`src/rtl/lfu_pkg.sv`:
```
// Shared types and constants for the LFU cache replacement unit.
// Used by lfu_cmp_unit and lfu_cache_replacement_unit; depends on nothing.
package lfu_pkg;

  localparam int ENTRIES   = 16;
  localparam int IDX_W     = (ENTRIES > 1) ? $clog2(ENTRIES) : 1;
  localparam int FILL_W    = $clog2(ENTRIES + 1);
  localparam int CAP_W     = 5;
  localparam int KEY_W     = 32;
  localparam int VAL_W     = 32;
  localparam int COUNT_W   = 32;
  localparam int STAMP_W   = 64;

  localparam logic [COUNT_W-1:0] COUNT_MAX = {COUNT_W{1'b1}};
  localparam logic [CAP_W-1:0]   CAP_MAX   = CAP_W'(ENTRIES);
  localparam logic [IDX_W-1:0]   IDX_LAST  = IDX_W'(ENTRIES - 1);

  // Request codes
  localparam logic REQ_GET = 1'b0;
  localparam logic REQ_PUT = 1'b1;

  // Sequencer states
  typedef enum logic [1:0] {
    ST_IDLE,
    ST_SCAN,
    ST_UPDATE
  } state_t;

  // Result of one slot compare
  typedef struct packed {
    logic key_eq;   // slot key equals the request key
    logic better;   // slot is a better victim than the current candidate
  } cmp_res_t;

endpackage

```
`src/rtl/lfu_cmp_unit.sv`:
```
// Shared compare unit: checks one slot per cycle for key match and victim order.
// Depends on lfu_pkg.
module lfu_cmp_unit (
  input  logic [lfu_pkg::KEY_W-1:0]   slot_key,
  input  logic [lfu_pkg::COUNT_W-1:0] slot_count,
  input  logic [lfu_pkg::STAMP_W-1:0] slot_stamp,
  input  logic [lfu_pkg::KEY_W-1:0]   req_key,
  input  logic                        have_best,
  input  logic [lfu_pkg::COUNT_W-1:0] best_count,
  input  logic [lfu_pkg::STAMP_W-1:0] best_stamp,
  output lfu_pkg::cmp_res_t           res
);

  logic count_lt;
  logic count_eq;
  logic stamp_lt;

  // Lower count wins; equal counts fall back to the older stamp
  always_comb begin
    count_lt   = slot_count < best_count;
    count_eq   = slot_count == best_count;
    stamp_lt   = slot_stamp < best_stamp;
    res.key_eq = slot_key == req_key;
    res.better = !have_best || count_lt || (count_eq && stamp_lt);
  end

endmodule

```
`src/rtl/lfu_cache_replacement_unit.sv`:
```
// Top level of the LFU cache replacement unit: slot store, scan sequencer, result register.
// Depends on lfu_pkg and lfu_cmp_unit.
//
// Usage:
//   Requests enter on the input channel (in_valid / in_stall) as req_type,
//   lookup_key and write_value. Each request yields exactly one result word
//   on the output channel (out_valid / out_stall): hit, read_value, evicted
//   and evicted_key.
//   Each accepted request is first scanned slot by slot, one slot per cycle
//   through the single compare unit, then an update step writes the chosen
//   slot and loads the result register. With capacity zero the scan is
//   skipped and the request goes straight to the update step. The input
//   stalls for the whole scan and update, so a new request is taken only
//   once the unit is back in idle, after the last result has been loaded.
//   A result waiting in the output register does not block the next scan;
//   only the update step waits for the register to drain.
//   capacity_in_use is written with cfg_we; the user must do so only while the
//   unit is idle, as the unit does not enforce it. Reset clears all slot valid
//   bits, the access clock and the result valid bit, and sets the capacity to 16.
module lfu_cache_replacement_unit (
  input  logic                      clk,
  input  logic                      rst,
  // configuration
  input  logic                      cfg_we,
  input  logic [lfu_pkg::CAP_W-1:0] capacity_in_use,
  // request channel
  input  logic                      in_valid,
  output logic                      in_stall,
  input  logic                      req_type,
  input  logic [lfu_pkg::KEY_W-1:0] lookup_key,
  input  logic [lfu_pkg::VAL_W-1:0] write_value,
  // result channel
  output logic                      out_valid,
  input  logic                      out_stall,
  output logic                      hit,
  output logic [lfu_pkg::VAL_W-1:0] read_value,
  output logic                      evicted,
  output logic [lfu_pkg::KEY_W-1:0] evicted_key
);

  // Slot store
  logic [lfu_pkg::ENTRIES-1:0] slot_valid;
  logic [lfu_pkg::KEY_W-1:0]   slot_key   [lfu_pkg::ENTRIES];
  logic [lfu_pkg::VAL_W-1:0]   slot_value [lfu_pkg::ENTRIES];
  logic [lfu_pkg::COUNT_W-1:0] slot_count [lfu_pkg::ENTRIES];
  logic [lfu_pkg::STAMP_W-1:0] slot_stamp [lfu_pkg::ENTRIES];
  logic [lfu_pkg::STAMP_W-1:0] access_clock;
  logic [lfu_pkg::CAP_W-1:0]   cap_reg;

  // Sequencer
  lfu_pkg::state_t state;
  lfu_pkg::state_t state_next;
  logic [lfu_pkg::IDX_W-1:0] idx;

  // Latched request
  logic                      req_put;
  logic [lfu_pkg::KEY_W-1:0] req_key;
  logic [lfu_pkg::VAL_W-1:0] req_val;
  logic                      req_skip;

  // Scan results
  logic                        found;
  logic [lfu_pkg::IDX_W-1:0]   match_idx;
  logic [lfu_pkg::VAL_W-1:0]   match_value;
  logic [lfu_pkg::COUNT_W-1:0] match_count;
  logic                        have_best;
  logic [lfu_pkg::IDX_W-1:0]   best_idx;
  logic [lfu_pkg::KEY_W-1:0]   best_key;
  logic [lfu_pkg::COUNT_W-1:0] best_count;
  logic [lfu_pkg::STAMP_W-1:0] best_stamp;
  logic                        have_free;
  logic [lfu_pkg::IDX_W-1:0]   free_idx;
  logic [lfu_pkg::FILL_W-1:0]  used;

  // Control
  logic                      accept;
  logic                      scan_en;
  logic                      out_free;
  logic                      commit;
  logic [lfu_pkg::CAP_W-1:0] cap_eff;
  lfu_pkg::cmp_res_t         cmp;

  // Update decision
  logic                        do_evict;
  logic                        do_insert;
  logic [lfu_pkg::IDX_W-1:0]   ins_idx;
  logic [lfu_pkg::STAMP_W-1:0] stamp_next;
  logic [lfu_pkg::COUNT_W-1:0] count_next;

  // Clamp the configured capacity to the slot count
  assign cap_eff = (cap_reg > lfu_pkg::CAP_MAX) ? lfu_pkg::CAP_MAX : cap_reg;

  // Compare the slot under the scan pointer
  lfu_cmp_unit u_cmp (
    .slot_key   (slot_key[idx]),
    .slot_count (slot_count[idx]),
    .slot_stamp (slot_stamp[idx]),
    .req_key    (req_key),
    .have_best  (have_best),
    .best_count (best_count),
    .best_stamp (best_stamp),
    .res        (cmp)
  );

  // Next state
  always_comb begin
    state_next = state;
    unique case (state)
      lfu_pkg::ST_IDLE: begin
        if (in_valid) begin
          state_next = (cap_eff == '0) ? lfu_pkg::ST_UPDATE : lfu_pkg::ST_SCAN;
        end
      end
      lfu_pkg::ST_SCAN: begin
        if (idx == lfu_pkg::IDX_LAST) begin
          state_next = lfu_pkg::ST_UPDATE;
        end
      end
      lfu_pkg::ST_UPDATE: begin
        if (out_free) begin
          state_next = lfu_pkg::ST_IDLE;
        end
      end
      default: state_next = lfu_pkg::ST_IDLE;
    endcase
  end

  // Control outputs
  always_comb begin
    in_stall = 1'b1;
    scan_en  = 1'b0;
    commit   = 1'b0;
    unique case (state)
      lfu_pkg::ST_IDLE:   in_stall = 1'b0;
      lfu_pkg::ST_SCAN:   scan_en  = 1'b1;
      lfu_pkg::ST_UPDATE: commit   = out_free;
      default:            in_stall = 1'b1;
    endcase
  end

  assign out_free = !out_valid || !out_stall;
  assign accept   = in_valid && !in_stall;

  // Decide what the update step writes
  always_comb begin
    do_evict   = 1'b0;
    do_insert  = 1'b0;
    ins_idx    = free_idx;
    stamp_next = access_clock + lfu_pkg::STAMP_W'(1);
    count_next = (match_count == lfu_pkg::COUNT_MAX) ? match_count
                                                     : match_count + lfu_pkg::COUNT_W'(1);
    if (!req_skip && !found && (req_put == lfu_pkg::REQ_PUT)) begin
      if ((lfu_pkg::CAP_W'(used) >= cap_eff) && have_best) begin
        do_evict  = 1'b1;
        do_insert = 1'b1;
        ins_idx   = best_idx;
      end else if (have_free) begin
        do_insert = 1'b1;
      end
    end
  end

  // Sequencer state and scan pointer
  always_ff @(posedge clk) begin
    if (rst) begin
      state <= lfu_pkg::ST_IDLE;
      idx   <= '0;
    end else begin
      state <= state_next;
      if (accept) begin
        idx <= '0;
      end else if (scan_en) begin
        idx <= idx + lfu_pkg::IDX_W'(1);
      end
    end
  end

  // Capture the request and clear the scan results, then gather them during the scan
  always_ff @(posedge clk) begin
    if (accept) begin
      req_put   <= req_type;
      req_key   <= lookup_key;
      req_val   <= write_value;
      req_skip  <= (cap_eff == '0);
      found     <= 1'b0;
      have_best <= 1'b0;
      have_free <= 1'b0;
      used      <= '0;
    end else if (scan_en) begin
      if (slot_valid[idx]) begin
        used <= used + lfu_pkg::FILL_W'(1);
        if (!found && cmp.key_eq) begin
          found       <= 1'b1;
          match_idx   <= idx;
          match_value <= slot_value[idx];
          match_count <= slot_count[idx];
        end
        if (cmp.better) begin
          have_best  <= 1'b1;
          best_idx   <= idx;
          best_key   <= slot_key[idx];
          best_count <= slot_count[idx];
          best_stamp <= slot_stamp[idx];
        end
      end else if (!have_free) begin
        have_free <= 1'b1;
        free_idx  <= idx;
      end
    end
  end

  // Configuration register, valid bits and access clock
  always_ff @(posedge clk) begin
    if (rst) begin
      cap_reg      <= lfu_pkg::CAP_W'(16);
      slot_valid   <= '0;
      access_clock <= '0;
    end else begin
      if (cfg_we) begin
        cap_reg <= capacity_in_use;
      end
      if (commit && !req_skip) begin
        if (found || do_insert) begin
          access_clock <= stamp_next;
        end
        if (do_insert) begin
          slot_valid[ins_idx] <= 1'b1;
        end
      end
    end
  end

  // Slot payload writes
  always_ff @(posedge clk) begin
    if (commit && !req_skip) begin
      if (found) begin
        slot_count[match_idx] <= count_next;
        slot_stamp[match_idx] <= stamp_next;
        if (req_put == lfu_pkg::REQ_PUT) begin
          slot_value[match_idx] <= req_val;
        end
      end else if (do_insert) begin
        slot_key[ins_idx]   <= req_key;
        slot_value[ins_idx] <= req_val;
        slot_count[ins_idx] <= lfu_pkg::COUNT_W'(1);
        slot_stamp[ins_idx] <= stamp_next;
      end
    end
  end

  // Result register: load on commit, drop when taken
  always_ff @(posedge clk) begin
    if (rst) begin
      out_valid <= 1'b0;
    end else if (commit) begin
      out_valid <= 1'b1;
    end else if (!out_stall) begin
      out_valid <= 1'b0;
    end
  end

  always_ff @(posedge clk) begin
    if (commit) begin
      hit         <= !req_skip && found;
      read_value  <= (!req_skip && found && (req_put == lfu_pkg::REQ_GET)) ? match_value : '0;
      evicted     <= do_evict;
      evicted_key <= do_evict ? best_key : '0;
    end
  end

endmodule
```
`config.mk`:
```
export PLATFORM = sky130hd
export DESIGN_NAME = lfu_cache_replacement_unit
export DESIGN_NICKNAME = d
export VERILOG_FILES = /design/src/rtl/lfu_pkg.sv /design/src/rtl/lfu_cmp_unit.sv /design/src/rtl/lfu_cache_replacement_unit.sv
export SDC_FILE = /design/constraint.sdc
export NUM_CORES = 2
export LEC_CHECK = 0
export BUFFER_PORTS_ARGS = -buffer_cell sky130_fd_sc_hd__buf_2
export CAP_MARGIN = 20
export CELL_PAD_IN_SITES_DETAIL_PLACEMENT = 2
export CELL_PAD_IN_SITES_GLOBAL_PLACEMENT = 2
export CORE_UTILIZATION = 48
export CTS_BUF_LIST = sky130_fd_sc_hd__clkbuf_2 sky130_fd_sc_hd__clkbuf_4 sky130_fd_sc_hd__clkbuf_8
export DETAILED_ROUTE_END_ITERATION = 10
export GPL_TIMING_DRIVEN = 0
export PLACE_DENSITY = 0.89
export SETUP_SLACK_MARGIN = 0.3
export SYNTH_ARGS = -nofsm -noshare
export SYNTH_HDL_FRONTEND = slang
export SYNTH_HIERARCHICAL = 1
export SYNTH_SLANG_ARGS = --single-unit
```
`constraint.sdc`:
```
create_clock -name clk -period 11.6 [get_ports clk]
set_input_delay 0.58 -clock clk [delete_from_list [all_inputs] [get_ports clk]]
set_output_delay 0.58 -clock clk [all_outputs]
set_load 0.1 [all_outputs]
```
==> impl_metrics.ini, run 1 <==
[run_status]
status = did not finish
haltStage = 5_1_grt
error_line = [ERROR GRT-0232] Routing congestion too high. Check the congestion heatmap in the GUI.

[global_routing]
grtUsageTotal = 0.6197
grt_max_degree = 48
antenna_found_initial = 133
grt-ovfl-total = 39

[cts]
cts_root_buf = clkbuf_8
cts_buffers = 493
cts.htree.levels = 5
clock_path_buffers = 4
clkSinkCount = 3000

[place]
dpl.hpwl_mm = 341.9
portBuffers = 140
dp_cells = 9045
gp_congestion = 0.7783

[synth]
syn-cell-area_um2 = 116200
async_reset_ff_frac = 0
synth_cells = 5314
ys_ff_latch = 3000
synth-main-ff-cell = edfxtp_1
synth_edf_count = 2896
syn_nets = 5493
yosysUniqueCellTypes = 64
seq_area_frac_synth = 0.7665
synth.avg_cell_area_um2 = 21.86
synth_warnings = 6

[floorplanning]
die_height_um = 494.0
boundaryPins = 143
start_util = 0.4830
die_w_um = 494.0
rows = 180
==> per-layer routing <==
metal  track usage  GRT overflow
met5        0.1476             0
met4        0.6158            21
met3        0.3918             0
met2        0.8209            17
met1        0.6409             1
==> per-stage QoR <==
stage	setup WS, ns	instance area, um^2	setup TNS, ns	util	hold slack [ns]
after CTS	2.732	136200	0	0.5661	0.01846
after detailed placement	3.096	125700	0	0.5228	0.5006
after global placement	-15.77	120900	-	0.5026	0.4481
after floorplan	-1.523	116200	-867.97	-	0.4317
==> cells by family after synthesis <==
family	synth area share
compound gates	0.01450
xor+xnor	0.009499
fa+ha+maj	0.01120
buf+inv	0.01193
flops	0.7665
mux	0.1575
simple gates	0.02890
==> Yosys cell counts (14+ instances only) <==
master	number	share of area
a21o_1	19	0.0012
and3_1	44	0.0024
or3_1	32	0.0017
or4_1	38	0.0025
nor3_1	50	0.0022
a211oi_1	18	0.0012
ha_1	104	0.011
buf_1	73	0.0024
nand2b_1	14	0.00075
o21ai_0	35	0.0015
and2_1	41	0.0022
inv_1	116	0.0037
o31ai_1	34	0.0022
clkbuf_1	170	0.0055
and4_1	14	0.0011
nor4_1	22	0.0012
nor2b_1	27	0.0015
xnor2_1	47	0.0035
edfxtp_1	2896	0.75
mux2_2	15	0.0015
dfxtp_1	104	0.018
mux2i_1	36	0.0031
mux4_2	789	0.15
nand4_1	44	0.0024
nand2_1	77	0.0025
nor2_1	129	0.0042
nand3_1	39	0.0017
xor2_1	79	0.0060
a21oi_1	112	0.0048
==> what timing repair did <==
action	in CTS
gates resized for setup	0
hold buffers	74
buffers inserted	0
hold endpoints to repair	73
==> run 2: changes to the inputs <==
CELL_PAD_IN_SITES_DETAIL_PLACEMENT = default   (was 2)
CELL_PAD_IN_SITES_GLOBAL_PLACEMENT = default   (was 2)
CORE_UTILIZATION = 35   (was 48)
CTS_BUF_LIST = default   (was sky130_fd_sc_hd__clkbuf_2 sky130_fd_sc_hd__clkbuf_4 sky130_fd_sc_hd__clkbuf_8)
PLACE_DENSITY = default   (was 0.89)
PLACE_DENSITY_LB_ADDON = 0.15   (was default)
SETUP_SLACK_MARGIN = default   (was 0.3)
clock period = 15.1 ns   (was 11.6 ns; I/O delays follow)
==> impl_metrics.ini, run 2 <==
[synth]
synth_warnings = 6
syn_nets = 5493
post-synth-top-count-cell = edfxtp_1
yosysUniqueCellTypes = 64
synth_fa_ha_area_frac = 0.01120
synth-main-ff-cell = edfxtp_1
async_reset_ff_frac = 0
synth_common_cells = edfxtp_1, mux4_2, clkbuf_1
yosys.area.top_type_share = 0.7485
synth_cells = 5314
seq_area_frac_synth = 0.7665
yosys-top-cells-area = edfxtp_1, mux4_2, dfxtp_1
ys_ff_latch = 3000
synth_mux_area_frac = 0.1575
synth_top_family_by_area = multiplexers
synth_compound_area_frac = 0.01450
synthXorXnorAreaFrac = 0.009499
synth_top_area_cell = edfxtp_1
synthSimpleGateAreaFrac = 0.02890
syn-cell-area_um2 = 116200
synth.avg_cell_area_um2 = 21.86
synth_edf_count = 2896

[run]
cap_viol_max_count = 0

[worst_setup_path]
worst_setup_path_start_kind = register
worstReg2RegEnd = best_stamp[37]$_DFFE_PP_
cp.required_ns = 15.62
rrSetupSlack_ns = 6.76
reg2reg_depth = 16
crit_arrival_ns = 8.86
crit_end = best_stamp[37]$_DFFE_PP_
cp_max_fo = 45
critPathCaptureType = register
worstSetupPathType = register to register

[routing]
wire_per_inst_um = 28.65
ant_nets = 0
drc = 4
drt-pass1-iter-count = 9
totalWireLength_mm = 316.7
via_count = 57650
vias_per_cell = 5.215
drtIter0Drc = 5463

[cts]
ctsHoldBuffers = 49
clock_path_buffers = 4
cts.htree.levels = 5
clk_latency_ns = 0.92
cts_setup_buffers = 0
cts_root_buf = clkbuf_16
cts_tree = done
clkSinkCount = 3000
post_cts_resize_count = 0
clkTransAtPathRegs_ns = 0.06
cts_buffers = 330

[power]
intPower_mw = 13.66
switching_share = 0.2093
p_sw_mw = 3.616
power_frac_seq = 0.529
combPwrFrac = 0.028
clockPowerShare = 0.443
power.leakage_nw = 41.34
powerDensity_nw_per_um2 = 123.8
ir_worst_vdd_v = 0.00009144

[sta]
slew_violations = 0
finalCritPeriodShare = 0.5525
rsz0062_at_grt = false
tns_ns = 0
clock-skew-final_ns = 0.09181
timing.fmax_mhz = 119.9
worst_slew_pin_slew_ns = 1.178
hold_viol = 0
slew_headroom = 0.2145
period_needed_ns = 8.342
final-setup-viol-count = 0

[global_routing]
grt_max_degree = 46
grt_pass1_vias = 59900
grt-ovfl-total = 0
grtUsageTotal = 0.1889
grt_pass1_wl_mm = 450.1
antenna_found_initial = 10

[final_layout]
nets = 6597
top_register = slot_stamp
final_common_cell = edfxtp_1
drive_gt1_frac = 0.3063
layout_common_cells = edfxtp_1, mux4_2, clkbuf_16
largest_register_ff_count = 1024
fin_cells = 11060
area_growth_syn_to_layout_pct = 20.11

[place]
portBuffers = 140
dp_cells = 10360
dpl.hpwl_mm = 221.5
gp_congestion = 0.7588

[floorplanning]
rows = 211
core_um2 = 330300
boundaryPins = 143
start_util = 0.3518
die-area_um2 = 334200
die_w_um = 578.1
die_height_um = 578.1

[min_path]
holdCritPathClass = input pin to register

[run_status]
violations = DRC
status = complete, but fails checks
[run 2: cell counts after synthesis]
Identical to the previous run, type by type.
[run 2: metal layers]
metal,vias up,GRT usage,share of wire
met5,-,0,0.000035
met2,1440,0.3126,0.49
met1,31330,0.2680,0.45
met4,2,0.03964,0.019
li1,24530,-,-
met3,361,0.02391,0.045
[run 2: cells by family (layout without fill, tap and decap cells)]
group / count (synthesis) / count (layout)
flops: 3000 / 3000
mux: 840 / 840
other cells: 0 / 3
simple gates: 606 / 606
compound gates: 271 / 271
fa+ha+maj: 104 / 104
xor+xnor: 126 / 126
buf+inv: 367 / 1739
[run 2: worst min-delay path by stage]
stage	slack (ns)	end	depth (start not counted)	startpoint
5_1_grt	0.02	req_key[12]$_DFFE_PP_	1	lookup_key[12]
3_3_place_gp	0.44	slot_valid[7]$_SDFFE_PP0P_	2	slot_valid[7]$_SDFFE_PP0P_
4_1_cts	0.004	req_key[12]$_DFFE_PP_	1	lookup_key[12]
2_1_floorplan	0.43	slot_valid[11]$_SDFFE_PP0P_	2	slot_valid[11]$_SDFFE_PP0P_
6_report	0.06	req_key[12]$_DFFE_PP_	1	lookup_key[12]
3_5_place_dp	0.45	slot_valid[6]$_SDFFE_PP0P_	1	slot_valid[6]$_SDFFE_PP0P_
[run 2: power groups by stage]
stage                     combinational, mW  sequential [mW]  clock (mW)
final                                 0.490             9.13        7.66
after global routing                  0.522             9.13        8.11
after CTS                             0.500             9.13        7.84
after detailed placement              0.489             9.31           0
after global placement                0.438             9.31           0
after floorplan                       0.271             9.29           0
[run 2: layout make-up]
class / instances / area (um^2)
well taps: 4366 / 5463
clock buffers: 441 / 8912
diodes: 3 / 7.507
inverters: 117 / 439.2
flip-flops and latches: 3000 / 89050
fillers: 28810 / 190700
plain buffers: 250 / 964.7
multi-input cells: 1947 / 26100
repair buffers: 772 / 7366
clock inverters: 159 / 1235
[run 2: worst max-delay path, cell delays in order, from the launching register on]
cell      delay (ns)
dfxtp_1         0.32
clkbuf_1        0.57
clkbuf_2        0.78
buf_1           0.85
buf_2           0.61
mux4_2          0.32
mux2i_1         0.07
a21oi_1         0.80
ha_1            0.38
and2_1          0.16
a221o_1         0.32
a221oi_1        0.36
a31oi_1         0.41
a2111o_1        0.65
o211ai_2        0.29
and2_4          0.60
buf_16          0.33
[run 2: metrics by stage]
stage	area (um^2)	worst slack (ns)	power [mW]	hold WS, ns	utilization
final	139500	6.758	17.28	0.06153	0.4225
after CTS	139100	6.521	17.47	0.004230	0.4212
after global routing	139500	6.486	17.77	0.02124	0.4225
after floorplan	116200	1.968	9.565	0.4317	-
after detailed placement	128500	6.592	9.796	0.4520	0.3890
after global placement	122300	-16.12	9.744	0.4438	0.3704
Note: power is estimated with default switching activity, not from simulation.
